==> config.mk <==
export PLATFORM = sky130hd
export DESIGN_NAME = cartridge_bank_mapper
export DESIGN_NICKNAME = d
export VERILOG_FILES = /design/src/sv/cbm_pkg.sv /design/src/sv/cartridge_bank_mapper.sv /design/src/sv/cbm_bank_regs.sv /design/src/sv/cbm_access_decode.sv
export SDC_FILE = /design/constraint.sdc
export NUM_CORES = 1
export LEC_CHECK = 0
export CORE_UTILIZATION = 35
export DETAILED_ROUTE_END_ITERATION = 6
export DONT_BUFFER_PORTS = 1
export GPL_ROUTABILITY_DRIVEN = 0
export GPL_TIMING_DRIVEN = 0
export PLACE_DENSITY = 0.51
export SYNTH_ARGS = -nofsm -noshare
export SYNTH_HDL_FRONTEND = slang
export SYNTH_SLANG_ARGS = --single-unit
==> constraint.sdc <==
create_clock -name aclk -period 4 [get_ports aclk]
set_clock_uncertainty 0.05 [all_clocks]
set_input_delay 0.4 -clock aclk [delete_from_list [all_inputs] [get_ports aclk]]
set_output_delay 0.4 -clock aclk [all_outputs]
set_load 0.02 [all_outputs]
==> src/sv/cbm_pkg.sv <==
// Types, constants and a helper function of the cartridge bank mapper.
package cbm_pkg;

    typedef enum logic [2:0] {
        KIND_NONE  = 3'd0,
        KIND_MBC1  = 3'd1,
        KIND_MBC2  = 3'd2,
        KIND_MBC3  = 3'd3,
        KIND_OTHER = 3'd4
    } kind_t;

    localparam logic [2:0] TGT_IGNORED  = 3'd0;
    localparam logic [2:0] TGT_INTERNAL = 3'd1;
    localparam logic [2:0] TGT_ROM      = 3'd2;
    localparam logic [2:0] TGT_RAM      = 3'd3;
    localparam logic [2:0] TGT_JOYPAD   = 3'd4;
    localparam logic [2:0] TGT_RTC      = 3'd5;

    localparam logic        OP_READ  = 1'b0;
    localparam logic        OP_WRITE = 1'b1;

    // Register index of the cartridge header type, taken from paddr[2].
    localparam logic        REG_CART_HEADER = 1'b0;

    localparam logic [15:0] ADDR_JOYPAD = 16'hff00;
    localparam logic [15:0] ADDR_DMA    = 16'hff46;

    localparam int MAPPED_W = 22;

    typedef struct packed {
        logic              operation;
        logic [15:0]       address;
        logic [7:0]        write_data;
    } req_t;

    typedef struct packed {
        logic [2:0]          target;
        logic [MAPPED_W-1:0] mapped_address;
        logic                dma_start;
    } result_t;

    typedef struct packed {
        logic [6:0] mbc1_rom_bank;
        logic [1:0] mbc1_ram_bank;
        logic       mbc1_ram_enable;
        logic       mbc1_bank_mode;
        logic [4:0] mbc2_rom_bank;
        logic       mbc2_ram_enable;
        logic [7:0] mbc3_rom_bank;
        logic [7:0] mbc3_ram_bank;
        logic       mbc3_ram_enable;
    } bank_state_t;

    localparam bank_state_t BANK_STATE_RESET = '{
        mbc1_rom_bank:   7'd1,
        mbc1_ram_bank:   2'd0,
        mbc1_ram_enable: 1'b0,
        mbc1_bank_mode:  1'b0,
        mbc2_rom_bank:   5'd1,
        mbc2_ram_enable: 1'b0,
        mbc3_rom_bank:   8'd1,
        mbc3_ram_bank:   8'd0,
        mbc3_ram_enable: 1'b0
    };

    function automatic kind_t kind_of(logic [7:0] t);
        kind_t k;
        if (t == 8'h00) begin
            k = KIND_NONE;
        end else if (t inside {[8'h01:8'h03]}) begin
            k = KIND_MBC1;
        end else if (t inside {8'h05, 8'h06}) begin
            k = KIND_MBC2;
        end else if (t inside {[8'h0f:8'h13]}) begin
            k = KIND_MBC3;
        end else begin
            k = KIND_OTHER;
        end
        return k;
    endfunction

endpackage

==> src/sv/cartridge_bank_mapper.sv <==
// Top level of the cartridge bank mapper: handshake stages, configuration port and submodules.
// The mapper takes one bus access per cycle unless m_ready holds the result register, and
// returns its target and physical address through an input register and a result
// register; s_ready stays high while the result register can move on. Bank register
// writes take effect for the very next access. The controller kind follows the cartridge
// header type byte written at byte address 0 of the configuration port; write it only
// while no access is in flight. There is no clearing pass after reset.
module cartridge_bank_mapper (
    input  logic        aclk,
    input  logic        aresetn,
    input  logic        psel,
    input  logic        penable,
    input  logic        pwrite,
    input  logic [2:0]  paddr,
    input  logic [31:0] pwdata,
    output logic [31:0] prdata,
    output logic        pready,
    input  logic        s_valid,
    output logic        s_ready,
    input  logic        s_operation,
    input  logic [15:0] s_address,
    input  logic [7:0]  s_write_data,
    output logic        m_valid,
    input  logic        m_ready,
    output logic [2:0]  m_target,
    output logic [21:0] m_mapped_address,
    output logic        m_dma_start
);

    logic [7:0]           cart_header_type_reg;
    logic                 in_valid_reg;
    cbm_pkg::req_t        in_req_reg;
    logic                 out_valid_reg;
    cbm_pkg::result_t     out_res_reg;
    logic                 advance;
    logic                 cfg_write;
    cbm_pkg::kind_t       kind;
    cbm_pkg::bank_state_t state;
    cbm_pkg::bank_state_t state_next;
    cbm_pkg::result_t     res;

    assign pready    = 1'b1;
    assign cfg_write = psel && penable && pwrite && (paddr[2] == cbm_pkg::REG_CART_HEADER);
    assign prdata    = (paddr[2] == cbm_pkg::REG_CART_HEADER) ?
                       {24'd0, cart_header_type_reg} : 32'd0;
    assign kind      = cbm_pkg::kind_of(cart_header_type_reg);

    assign advance = in_valid_reg && (!out_valid_reg || m_ready);
    assign s_ready = !in_valid_reg || advance;

    always_ff @(posedge aclk) begin
        if (!aresetn) begin
            cart_header_type_reg <= 8'd0;
        end else if (cfg_write) begin
            cart_header_type_reg <= pwdata[7:0];
        end
    end

    always_ff @(posedge aclk) begin
        if (!aresetn) begin
            in_valid_reg <= 1'b0;
        end else if (s_ready) begin
            in_valid_reg <= s_valid;
        end
    end

    always_ff @(posedge aclk) begin
        if (s_valid && s_ready) begin
            in_req_reg <= '{operation: s_operation, address: s_address,
                            write_data: s_write_data};
        end
    end

    always_ff @(posedge aclk) begin
        if (!aresetn) begin
            out_valid_reg <= 1'b0;
        end else if (advance) begin
            out_valid_reg <= 1'b1;
        end else if (m_ready) begin
            out_valid_reg <= 1'b0;
        end
    end

    always_ff @(posedge aclk) begin
        if (advance) begin
            out_res_reg <= res;
        end
    end

    cbm_access_decode u_decode (
        .req        (in_req_reg),
        .kind       (kind),
        .state      (state),
        .res        (res),
        .state_next (state_next)
    );

    cbm_bank_regs u_bank_regs (
        .aclk       (aclk),
        .aresetn    (aresetn),
        .update     (advance),
        .state_next (state_next),
        .state      (state)
    );

    assign m_valid          = out_valid_reg;
    assign m_target         = out_res_reg.target;
    assign m_mapped_address = out_res_reg.mapped_address;
    assign m_dma_start      = out_res_reg.dma_start;

endmodule

==> src/sv/cbm_bank_regs.sv <==
// Bank, enable and mode registers of the supported cartridge controllers.
module cbm_bank_regs (
    input  logic                 aclk,
    input  logic                 aresetn,
    input  logic                 update,
    input  cbm_pkg::bank_state_t state_next,
    output cbm_pkg::bank_state_t state
);

    cbm_pkg::bank_state_t state_reg;

    always_ff @(posedge aclk) begin
        if (!aresetn) begin
            state_reg <= cbm_pkg::BANK_STATE_RESET;
        end else if (update) begin
            state_reg <= state_next;
        end
    end

    assign state = state_reg;

endmodule

==> src/sv/cbm_access_decode.sv <==
// Combinational decode of one bus access into its target, address and register updates.
module cbm_access_decode (
    input  cbm_pkg::req_t        req,
    input  cbm_pkg::kind_t       kind,
    input  cbm_pkg::bank_state_t state,
    output cbm_pkg::result_t     res,
    output cbm_pkg::bank_state_t state_next
);

    logic [15:0] a;
    logic [7:0]  d;
    logic        in_rom_bank;
    logic        in_ram_window;
    logic        win_hit;
    logic        win_rtc;
    logic [cbm_pkg::MAPPED_W-1:0] win_addr;

    assign a             = req.address;
    assign d             = req.write_data;
    assign in_rom_bank   = (a[15:14] == 2'b01);
    assign in_ram_window = (a[15:13] == 3'b101);
    assign win_hit       = state.mbc3_ram_enable && (state.mbc3_ram_bank != 8'd0)
                           && in_ram_window;
    assign win_rtc       = |state.mbc3_ram_bank[7:3];
    assign win_addr      = {6'd0, state.mbc3_ram_bank[2:0], a[12:0]};

    always_comb begin
        res.target         = cbm_pkg::TGT_INTERNAL;
        res.mapped_address = {6'd0, a};
        res.dma_start      = 1'b0;
        state_next         = state;

        if (req.operation == cbm_pkg::OP_READ) begin
            if (kind == cbm_pkg::KIND_MBC1 && state.mbc1_rom_bank != 7'd0 && in_rom_bank) begin
                res.target         = cbm_pkg::TGT_ROM;
                res.mapped_address = {1'b0, state.mbc1_rom_bank, a[13:0]};
            end else if (kind == cbm_pkg::KIND_MBC2 && state.mbc2_rom_bank != 5'd0
                         && in_rom_bank) begin
                res.target         = cbm_pkg::TGT_ROM;
                res.mapped_address = {3'd0, state.mbc2_rom_bank, a[13:0]};
            end else if (kind == cbm_pkg::KIND_MBC3 && state.mbc3_rom_bank != 8'd0
                         && in_rom_bank) begin
                res.target         = cbm_pkg::TGT_ROM;
                res.mapped_address = {state.mbc3_rom_bank, a[13:0]};
            end else if (kind == cbm_pkg::KIND_MBC3 && win_hit) begin
                res.target         = win_rtc ? cbm_pkg::TGT_RTC : cbm_pkg::TGT_RAM;
                res.mapped_address = win_rtc ? '0 : win_addr;
            end
        end else if (a == cbm_pkg::ADDR_JOYPAD) begin
            res.target = cbm_pkg::TGT_JOYPAD;
        end else if (a == cbm_pkg::ADDR_DMA) begin
            res.dma_start = 1'b1;
        end else if (a[15]) begin
            if (kind == cbm_pkg::KIND_OTHER) begin
                res.target         = cbm_pkg::TGT_IGNORED;
                res.mapped_address = '0;
            end else if (kind == cbm_pkg::KIND_MBC3 && win_hit) begin
                res.target         = win_rtc ? cbm_pkg::TGT_RTC : cbm_pkg::TGT_RAM;
                res.mapped_address = win_rtc ? '0 : win_addr;
            end
        end else begin
            res.target         = cbm_pkg::TGT_IGNORED;
            res.mapped_address = '0;
            case (kind)
                cbm_pkg::KIND_MBC1: begin
                    case (a[14:13])
                        2'b00: state_next.mbc1_ram_enable = (d != 8'd0);
                        2'b01: state_next.mbc1_rom_bank =
                            (d[4:0] == 5'd0) ? 7'd1 : {2'd0, d[4:0]};
                        2'b10: begin
                            if (!state.mbc1_bank_mode) begin
                                state_next.mbc1_rom_bank =
                                    state.mbc1_rom_bank | {d[1:0], 5'd0};
                            end else begin
                                state_next.mbc1_ram_bank = d[1:0];
                            end
                        end
                        default: state_next.mbc1_bank_mode = (d != 8'd0);
                    endcase
                end
                cbm_pkg::KIND_MBC2: begin
                    if (a[14]) begin
                        res.target         = cbm_pkg::TGT_INTERNAL;
                        res.mapped_address = {6'd0, a};
                    end else if (a[13]) begin
                        state_next.mbc2_rom_bank = (d[4:0] == 5'd0) ? 5'd1 : d[4:0];
                    end else begin
                        state_next.mbc2_ram_enable = (d != 8'd0);
                    end
                end
                cbm_pkg::KIND_MBC3: begin
                    case (a[14:13])
                        2'b00: state_next.mbc3_ram_enable = (d != 8'd0);
                        2'b01: state_next.mbc3_rom_bank = (d == 8'd0) ? 8'd1 : d;
                        2'b10: state_next.mbc3_ram_bank = d;
                        default: ;
                    endcase
                end
                default: ;
            endcase
        end
    end

endmodule

==> results.py, run 1 <==
metrics = {
    "status": {
        "status": "complete, but fails checks",
        "violations": "DRC",
    },
    "logic_synthesis": {
        "yosysUniqueCellTypes": 56,
        "synthMuxAreaShare_pct": 6.64,
        "synth_compound_area_share_pct": 9.09,
        "avgSynthCellArea_um2": 10.8,
        "synthAdderAreaFrac_pct": 1.18,
        "synth_edf_count": 51,
        "yosysSeqAreaShare_pct": 55.0,
        "ys_warn_count": 0,
        "synth_area_leader_cell": "edfxtp_1",
        "synth_xor_area_share_pct": 0.207,
        "synthCells": 392,
        "synth-simple-area-share_pct": 21.4,
        "ys_async_sr_fraction_pct": 0,
        "synth_top_family_by_area": "simple AND/OR/NAND/NOR gates",
        "dominantRegCellSynth": "edfxtp_1",
        "syn_area_um2": 4240,
        "ys_ff_latch": 91,
        "synthTopCellsByArea": "edfxtp_1 (36%), dfxtp_1 (19%), mux2i_1 (6.4%)",
        "synth.top_cell.area_share_pct": 36.1,
    },
    "place": {
        "dp_slack_ps": 1200,
        "place_area_um2": 4510,
        "portBuffers": 0,
        "post-place-cells": 558,
        "dpl.hpwl_um": 7090,
    },
    "clock_tree": {
        "numClockSinks": 91,
        "post_cts_resized": 0,
        "clk_path_buf_depth": 2,
        "cts_buffers": 9,
        "htree_levels": 3,
        "cts_setup_buffers": 0,
        "cts-root-buf": "clkbuf_16",
        "insertion_delay_ps": 340,
        "path_clk_slew_ps": 60,
        "tritoncts": "built",
        "cts_hold_buf": 0,
    },
    "floorplanning": {
        "die_area_um2": 12600,
        "io_pins": 128,
        "initial_core_util_pct": 36.5,
        "die_w_um": 112,
        "die_y_um": 112,
        "coreArea_um2": 11600,
        "rows": 39,
    },
    "setup_path": {
        "cp_cell_sequence": "or4_4, buf_6, nor4_2, a22oi_1, nand2_1, o21ai_0",
        "r2r_cells": 6,
        "endpoint_kind": "flip-flop",
        "cp_slowest_cell": "nor4_2",
        "path_class": "flip-flop to flip-flop",
        "reg2reg_slack_ps": 1140,
        "crit_required_ps": 4010,
        "arrival_ps": 2860,
        "cp-start-kind": "flip-flop",
        "critPathMaxStageDelay_ps": 870,
        "critPathMaxFanout": 9,
    },
    "power": {
        "clkPwrFrac_pct": 40.6,
        "switching_share_pct": 22.4,
        "peakVddDrop_uv": 275,
        "combPwrFrac_pct": 6.4,
        "seqPwrFrac_pct": 53.0,
        "p_int_uw": 1560,
        "p_sw_uw": 450,
        "p_per_area_nw_per_um2": 418,
        "power_uw": 2010,
        "p_leak_uw": 0.00178,
    },
    "global_route": {
        "grt_start_max_net_pins": 30,
        "grt_first_pass_wirelength_um": 14800,
        "grt_usage_pct": 15.5,
        "grt_overflow": 0,
        "grt_antenna_before_repair": 0,
        "grt_pass1_vias": 2668,
    },
    "cells_and_area": {
        "area_delta_synth_final_pct": 13.1,
        "multi_input_area_um2": 1740,
        "fillers": 1132,
        "fin_nets": 497,
        "antennaDiodeCount": 0,
        "seqCellArea_um2": 2330,
        "largest_register_ffs": 30,
        "drive_above_1_share_pct": 11.4,
        "fin_util_pct": 41.3,
        "fin_cells": 574,
        "stdcell_area_um2": 4790,
    },
    "route": {
        "dr.pass1.iters": 7,
        "vias": 2891,
        "routed_wl_um": 9450,
        "route.detailed.drc": 8,
        "wire_per_inst_um": 16.5,
        "antenna_left": 0,
        "first_iter_violations": 159,
        "detail_route.vias_per_cell": 5.04,
    },
    "sta": {
        "grt_setup_unrepaired": "false",
        "clock.fmax_mhz": 350,
        "slew_viol_final": 0,
        "worst_slack_ps": 1140,
        "finalCriticalPeriod_ps": 2860,
        "fin_crit_sh_pct": 71.4,
        "worst_pin_slew_ps": 1190,
        "finalSetupViolCount": 0,
        "slew_headroom_pct": 20.9,
        "hold_viol_final": 0,
    },
    "job": {
        "maxCapViolations": 0,
    },
    "hold_path": {
        "hp-class": "primary input to flip-flop",
        "whs_path_depth": 0,
    },
}
==> layout by cell type (no fill, tap or decap), types with 3 or more instances in the layout <==
master,n
o21a_1,3
and3_1,3
nand4_1,3
mux2i_1,27
nand3_1,11
nor3b_1,3
nor2_1,17
nand2_1,59
a21boi_0,8
ha_1,4
o21ai_0,8
clkbuf_16,9
o22ai_1,3
buf_4,25
conb_1,25
a22oi_1,8
inv_1,4
nand2b_1,3
nand4b_1,3
nor2b_1,32
edfxtp_1,51
a21oi_1,9
dfxtp_1,40
clkbuf_1,16
nor3_1,9
nor4_1,6
==> layout make-up <==
cell class | instances | area share, %
Buffer | 39 | 5.19
Clock buffer | 13 | 5.01
Clock inverter | 3 | 0.887
Inverter | 4 | 0.313
Multi-Input combinational cell | 281 | 36.2
Sequential cell | 91 | 48.7
Tap cell | 143 | 3.73
==> per-layer routing <==
metal	global-route usage [%]	vias to the layer above	share of wire [%]
met5	0	-	0
met2	25.1	83	47
met1	20.3	1360	47
met3	4.43	11	3.6
li1	-	1437	-
met4	4.62	0	1.5
==> power by group through the flow <==
| stage | Clock, uW | Sequential, uW | Combinational (uW) |
|---|---|---|---|
| 2_1_floorplan | 0 | 1070 | 106 |
| 3_3_place_gp | 0 | 1080 | 127 |
| 3_5_place_dp | 0 | 1080 | 129 |
| 4_1_cts | 833 | 1060 | 129 |
| 5_1_grt | 868 | 1070 | 142 |
| 6_report | 814 | 1060 | 129 |
==> critical path, delay by kind of cell, from the launching register on <==
family / cells / cell delay (ps)
compound gates: 2 / 400
flops: 1 / 490
simple gates: 3 / 1490
buf+inv: 1 / 150
==> through the flow <==
stage,TNS (ps),hold WS [ps]
floorplan,0,384
global placement,-15.5,397
detailed placement,0,405
CTS,0,97.4
global route,0,86.2
finish,0,104
==> cells in the mapped netlist (all sizes together) (2+ instances only) <==
cell type and number:
a21boi 8, a21o 2, a21oi 9, a22oi 8, a32oi 2, and3 3
and4b 2, buf 27, clkbuf 12, conb 2, dfxtp 40, edfxtp 51
ha 4, inv 4, mux2i 27, nand2 59, nand2b 3, nand3 11
nand4 4, nand4b 3, nor2 17, nor2b 33, nor3 9, nor3b 3
nor4 8, nor4b 3, o211ai 2, o21a 3, o21ai 8, o22ai 3
or4 3
==> logic make-up after synthesis <==
logic type               after synthesis
other                                  2
buffers and inverters                 43
multiplexers                          28
adder cells (fa/ha/maj)                4
XOR/XNOR                               1
flip-flops                            91
AND/OR/NAND/NOR                      167
AO/OA/AOI/OAI                         56
==> worst paths after layout <==
path	start	to
setup / recovery	in_req_reg[23]$_DFFE_PP_	m_target[0]$_DFFE_PP_
hold / removal	s_address[7]	in_req_reg[15]$_DFFE_PP_
setup reg to reg	in_req_reg[23]$_DFFE_PP_	m_target[0]$_DFFE_PP_
hold reg to reg	u_bank_regs.state[7]$_SDFFE_PN0P_	u_bank_regs.state[7]$_SDFFE_PN0P_
(Power assumes the default switching activity.)
==> inputs of run 2 (changes only) <==
--- a/config.mk
+++ b/config.mk
@@ -5,12 +5,13 @@
 export SDC_FILE = /design/constraint.sdc
 export NUM_CORES = 1
 export LEC_CHECK = 0
+export ABC_AREA = 1
 export CORE_UTILIZATION = 35
 export DETAILED_ROUTE_END_ITERATION = 6
 export DONT_BUFFER_PORTS = 1
 export GPL_ROUTABILITY_DRIVEN = 0
 export GPL_TIMING_DRIVEN = 0
-export PLACE_DENSITY = 0.51
+export PLACE_DENSITY = 0.53
 export SYNTH_ARGS = -nofsm -noshare
 export SYNTH_HDL_FRONTEND = slang
 export SYNTH_SLANG_ARGS = --single-unit
==> constraint.sdc (replaced) <==
create_clock -name aclk -period 2.6 [get_ports aclk]
set_clock_uncertainty 0.05 [all_clocks]
set_input_delay 0.26 -clock aclk [delete_from_list [all_inputs] [get_ports aclk]]
set_output_delay 0.26 -clock aclk [all_outputs]
set_load 0.02 [all_outputs]
==> run 2 against run 1 <==
Compared with the run above:
- the run now ends clean
- critical path depth grew 4
- sequential cell count stayed put
- synthesized cell count is 27% higher
- sequential share of layout area fell by 5.3 points
- combinational power grew to 2.6 times the previous value
- sequential power rose by 55%
- critical endpoint is now m_mapped_address[3]$_DFFE_PP_
- highest routed layer unchanged
==> results.py, run 2 <==
metrics = {
    "global_route": {
        "grt_start_max_net_pins": 29,
        "grt_overflow": 0,
        "grt_pass1_vias": 3142,
        "grt_antenna_before_repair": 0,
        "grt_first_pass_wirelength_um": 15800,
        "grt_usage_pct": 16.0,
    },
    "sta": {
        "worst_pin_slew_ps": 956,
        "hold_viol_final": 0,
        "worst_slack_ps": 317,
        "finalSetupViolCount": 0,
        "fin_crit_sh_pct": 87.8,
        "clock.fmax_mhz": 438,
        "grt_setup_unrepaired": "false",
        "slew_headroom_pct": 36.2,
        "slew_viol_final": 0,
        "setup_tns_ps": 0,
        "finalCriticalPeriod_ps": 2280,
    },
    "route": {
        "detail_route.vias_per_cell": 4.65,
        "wire_per_inst_um": 13.8,
        "route.detailed.drc": 0,
        "vias": 3405,
        "antenna_left": 0,
        "routed_wl_um": 10100,
        "first_iter_violations": 173,
        "dr.pass1.iters": 5,
    },
    "setup_path": {
        "arrival_ps": 2340,
        "r2r_cells": 10,
        "path_class": "flip-flop to flip-flop",
        "rr_startpoint": "in_req_reg[22]$_DFFE_PP_",
        "crit_required_ps": 2660,
        "crit_path_end": "m_mapped_address[3]$_DFFE_PP_",
        "critPathMaxFanout": 10,
        "endpoint_kind": "flip-flop",
        "cp-start-kind": "flip-flop",
        "reg2reg_slack_ps": 320,
        "reg2reg_to": "m_mapped_address[3]$_DFFE_PP_",
        "cp-startpoint": "in_req_reg[22]$_DFFE_PP_",
    },
    "logic_synthesis": {
        "yosysSeqAreaShare_pct": 52.1,
        "ys_async_sr_fraction_pct": 0,
        "synth_edf_count": 51,
        "ys_warn_count": 0,
        "yosysMostFrequentCell": "nand2_1",
        "synthTopCellsByArea": "edfxtp_1 (34%), dfxtp_1 (18%), nand2_1 (5.9%)",
        "dominantRegCellSynth": "edfxtp_1",
        "synth_area_leader_cell": "edfxtp_1",
        "yosysUniqueCellTypes": 34,
        "avgSynthCellArea_um2": 8.98,
        "syn_area_um2": 4480,
        "synth.top_cell.area_share_pct": 34.2,
        "synth_common_cells": "nand2_1 (70), nor2_1 (62), edfxtp_1 (51)",
        "synthCells": 499,
        "ys_ff_latch": 91,
    },
    "clock_tree": {
        "insertion_delay_ps": 350,
        "tritoncts": "built",
        "cts_hold_buf": 25,
        "cts-root-buf": "clkbuf_16",
        "post_cts_resized": 0,
        "numClockSinks": 91,
        "cts_buffers": 9,
        "htree_levels": 3,
        "cts_setup_buffers": 0,
        "path_clk_slew_ps": 60,
        "clk_path_buf_depth": 2,
    },
    "floorplanning": {
        "coreArea_um2": 12300,
        "die_area_um2": 13300,
        "die_y_um": 115,
        "io_pins": 128,
        "rows": 40,
        "initial_core_util_pct": 36.5,
        "die_w_um": 115,
    },
    "cells_and_area": {
        "fin_nets": 630,
        "fillers": 1215,
        "multi_input_area_um2": 1770,
        "drive_above_1_share_pct": 20.4,
        "fin_cells": 732,
        "layout_commonest_cell": "nand2_1",
        "largest_register_ffs": 30,
        "antennaDiodeCount": 0,
        "layout_common_cells": "nand2_1 (70), nor2_1 (62), edfxtp_1 (51), inv_1 (41), dfxtp_1 (40)",
        "seqCellArea_um2": 2330,
        "area_delta_synth_final_pct": 20.1,
    },
    "place": {
        "post-place-cells": 691,
        "dpl.hpwl_um": 7650,
        "dp_slack_ps": 322,
        "portBuffers": 0,
    },
    "status": {
        "status": "finished clean",
    },
    "power": {
        "p_per_area_nw_per_um2": 631,
        "p_leak_uw": 0.00224,
        "peakVddDrop_uv": 314,
    },
    "job": {
        "maxCapViolations": 0,
    },
    "hold_path": {
        "hp-class": "primary input to flip-flop",
    },
}
## run 2: worst min path at each step
stage                          startpoint                                 end  slack, ps  depth (start not counted)
after floorplan           s_write_data[0]             in_req_reg[0]$_DFFE_PP_        310                          0
after global placement    s_write_data[2]             in_req_reg[2]$_DFFE_PP_        310                          0
after detailed placement  s_write_data[2]             in_req_reg[2]$_DFFE_PP_        310                          0
after CTS                         s_valid           in_valid_reg$_SDFFE_PN0N_         10                          2
after global routing              aresetn  u_bank_regs.state[32]$_SDFFE_PN0P_         40                          2
final                             aresetn   u_bank_regs.state[3]$_SDFFE_PN0P_         20                          2
## run 2: worst max-delay path: stages, from the launching register on
cell	delay, ps
edfxtp_1	490
inv_1	230
ha_1	300
nand3_1	140
nor2_1	260
nand2_4	110
nor2_4	110
o21ai_4	90
buf_12	160
nand2_2	60
nor2_2	30
## run 2: layout make-up
class,instances,share of cell area (%)
clock inverters,7,1.86
repair buffers,26,5.02
well taps,168,3.91
plain buffers,36,4.93
inverters,56,3.91
multi-input cells,339,32.8
flip-flops and latches,91,43.3
clock buffers,9,4.19
## run 2: per-stage QoR
stage / power [uW] / hold slack [ps] / cell area [um2] / utilization (%)
after CTS: 3440 / 11.7 / 5380 / 43.9
after global routing: 3530 / 39.9 / 5380 / 43.9
after global placement: 1970 / 309 / 4780 / 39.0
final: 3400 / 18.7 / 5380 / 43.9
after detailed placement: 1980 / 309 / 4800 / 39.2
after floorplan: 1910 / 309 / 4570 / -
## run 2: where the power goes
| part | switching, uW | internal, uW | leakage (uW) | total (uW) |
|---|---|---|---|---|
| Sequential | 61.2 | 1580 | 0.000816 | 1640 |
| Clock | 572 | 850 | 0.000156 | 1420 |
| Combinational | 210 | 122 | 0.00127 | 332 |
## run 2: kinds of logic (layout without fill, tap and decap cells)
kind of cell / count (synthesis) / count (layout) / synth area share (%)
adder cells (fa/ha/maj): 4 / 4 / 1.12
buffers and inverters: 92 / 134 / 10.6
AND/OR/NAND/NOR: 226 / 226 / 26.1
other: 2 / 25 / 0.168
flip-flops: 91 / 91 / 52.1
AO/OA/AOI/OAI: 84 / 84 / 9.94
## run 2: per-layer routing
| layer | track usage [%] | wire, um | vias to the layer above |
|---|---|---|---|
| li1 | - | - | 1719 |
| met1 | 19.8 | 4470 | 1552 |
| met2 | 26.3 | 4760 | 119 |
| met3 | 3.80 | 666 | 15 |
| met4 | 7.79 | 216 | 0 |
| met5 | 0 | 0 | - |
==> inputs of run 3 (changes only) <==
--- a/config.mk
+++ b/config.mk
@@ -5,7 +5,8 @@
 export SDC_FILE = /design/constraint.sdc
 export NUM_CORES = 1
 export LEC_CHECK = 0
-export ABC_AREA = 1
+export CAP_MARGIN = 15
+export CORE_ASPECT_RATIO = 1.25
 export CORE_UTILIZATION = 35
 export DETAILED_ROUTE_END_ITERATION = 6
 export DONT_BUFFER_PORTS = 1
==> run 3 against run 2 <==
Compared with the run above:
- clock power is 8% lower
- via count is 11% lower
- final area is 2.7% lower
- setup slack worse by 220 ps
- global-route usage is 0.55 points higher
- power is 6.4% lower
- sequential power hardly changed
- combinational power is 25% lower
- non-clock buffer count is 11 higher
==> results.py, run 3 (same netlist as run 1, synthesis figures left out) <==
metrics = {
    "status": {
        "status": "finished clean",
    },
    "clock_tree": {
        "insertion_delay_ps": 340,
        "cts-root-buf": "clkbuf_16",
        "htree_levels": 3,
        "clk_path_buf_depth": 2,
        "tritoncts": "built",
        "cts_buffers": 9,
        "path_clk_slew_ps": 70,
        "numClockSinks": 91,
    },
    "sta": {
        "setup_tns_ps": 0,
        "slew_headroom_pct": 43.8,
        "grt_setup_unrepaired": "true",
        "clock.fmax_mhz": 399,
        "slew_viol_final": 0,
        "hold_viol_final": 0,
        "finalCriticalPeriod_ps": 2500,
        "finalSetupViolCount": 0,
        "worst_pin_slew_ps": 841,
        "whs_ps": 16.4,
        "fin_crit_sh_pct": 96.3,
    },
    "cells_and_area": {
        "drive_above_1_share_pct": 15.1,
        "fin_nets": 531,
        "area_delta_synth_final_pct": 23.6,
        "antennaDiodeCount": 0,
        "layout_common_cells": "nand2_1 (59), edfxtp_1 (51), dfxtp_1 (40), nor2b_1 (32), buf_4 (32)",
        "fillers": 1117,
        "layout_commonest_cell": "nand2_1",
        "stdcell_area_um2": 5240,
        "largest_register_ffs": 30,
    },
    "place": {
        "place_area_um2": 4560,
        "portBuffers": 0,
        "dpl.hpwl_um": 7160,
    },
    "setup_path": {
        "crit_top_cell": "or4_4",
        "cp_slowest_cell": "or4_4",
        "critPathMaxFanout": 8,
        "reg2reg_to": "u_bank_regs.state[3]$_SDFFE_PN0P_",
        "cp_top_family": "simple AND/OR/NAND/NOR gates",
        "arrival_ps": 2670,
        "path_class": "flip-flop to flip-flop",
        "rr_startpoint": "in_req_reg[8]$_DFFE_PP_",
        "reg2reg_slack_ps": 100,
        "path_buf_inv": 1,
        "critPathMaxStageDelay_ps": 570,
        "r2r_cells": 6,
        "crit_required_ps": 2770,
        "cp_cell_sequence": "or4_4, or4_4, o21a_4, and4_1, buf_2, mux2i_1",
        "endpoint_kind": "flip-flop",
        "cp-start-kind": "flip-flop",
    },
    "power": {
        "peakVddDrop_uv": 384,
        "clkPwrFrac_pct": 40.9,
        "combPwrFrac_pct": 7.8,
        "p_per_area_nw_per_um2": 607,
        "p_int_uw": 2430,
        "p_sw_uw": 747,
        "p_leak_uw": 0.00196,
        "power_uw": 3180,
        "seqPwrFrac_pct": 51.3,
        "switching_share_pct": 23.5,
    },
    "hold_path": {
        "min_from": "s_valid",
        "whs_path_depth": 2,
        "min_to": "in_valid_reg$_SDFFE_PN0N_",
        "hp-class": "primary input to flip-flop",
    },
    "route": {
        "wire_per_inst_um": 15.5,
        "route.detailed.drc": 0,
        "routed_wl_um": 9700,
        "dr.pass1.iters": 5,
        "first_iter_violations": 109,
        "vias": 3033,
        "antenna_left": 0,
        "detail_route.vias_per_cell": 4.85,
    },
    "floorplanning": {
        "die_y_um": 125,
        "die_w_um": 100,
        "initial_core_util_pct": 36.1,
        "io_pins": 128,
        "coreArea_um2": 11700,
        "die_area_um2": 12600,
        "rows": 44,
    },
    "global_route": {
        "grt_usage_pct": 16.6,
        "grt_first_pass_wirelength_um": 15800,
        "grt_start_max_net_pins": 30,
        "grt_antenna_before_repair": 0,
        "grt_pass1_vias": 3049,
        "grt_overflow": 0,
    },
    "job": {
        "maxCapViolations": 0,
    },
}
==> run 3: through the flow <==
step / util, % / instances / setup WS (ps)
global route: 44.7 / 626 / -12.3
finish: 44.7 / 626 / 95.1
global placement: 38.6 / 576 / -362
floorplan: - / 415 / 159
detailed placement: 38.9 / 577 / -195
CTS: 43.9 / 619 / 19.8
==> run 3: worst register-to-register path, delay by kind of cell (launching register included) <==
kind / cells / cell delay [ps]
buffers and inverters: 1 / 200
AND/OR/NAND/NOR: 3 / 1330
flip-flops: 1 / 380
multiplexers: 1 / 150
AO/OA/AOI/OAI: 1 / 270
==> run 3: final cells by class <==
class	count	area, um2	area share (%)
buffer	39	250	4.78
multi-input combinational	281	1800	34.4
timing repair buffer	34	342	6.52
sequential	91	2330	44.5
clock buffer	10	229	4.37
clock inverter	6	66.3	1.27
inverter	4	15.0	0.287
tap	161	201	3.85
==> run 3: routing by layer <==
metal / track usage (%) / share of wire (%) / vias up
li1: - / - / 1503
met3: 3.80 / 3.8 / 15
met5: 0 / 0 / -
met4: 7.84 / 2.0 / 0
met2: 28.4 / 54 / 77
met1: 19.4 / 41 / 1438
==> run 3: power by group through the flow <==
stage | clock network [uW] | logic, uW | registers (uW)
3_5_place_dp | 0 | 204 | 1670
2_1_floorplan | 0 | 163 | 1650
3_3_place_gp | 0 | 196 | 1660
4_1_cts | 1330 | 240 | 1630
5_1_grt | 1380 | 272 | 1640
6_report | 1300 | 248 | 1630
==> run 3: how the worst max path moves through the flow <==
stage                                               startpoint                           endpoint  slack [ps]  depth (start not counted)
after detailed placement              in_req_reg[23]$_DFFE_PP_      m_mapped_address[3]$_DFFE_PP_        -190                          7
after global routing      cart_header_type_reg[1]$_SDFFE_PN0P_      m_mapped_address[8]$_DFFE_PP_         -10                          7
after CTS                             in_req_reg[22]$_DFFE_PP_      m_mapped_address[3]$_DFFE_PP_          20                          7
after global placement                    m_valid$_SDFFE_PN0P_  u_bank_regs.state[9]$_SDFFE_PN1P_        -360                          4
after floorplan                        in_req_reg[8]$_DFFE_PP_  u_bank_regs.state[9]$_SDFFE_PN1P_         160                          5
final                                  in_req_reg[8]$_DFFE_PP_  u_bank_regs.state[3]$_SDFFE_PN0P_         100                          6
==> run 3: what timing repair did <==
action | CTS | global route
pin swaps | 1 | 3
buffers inserted | 1 | 7
setup endpoints to repair | 28 | 28
endpoints found under the hold margin | 25 | 0
hold buffers | 25 | 0
gates resized for setup | 7 | 7
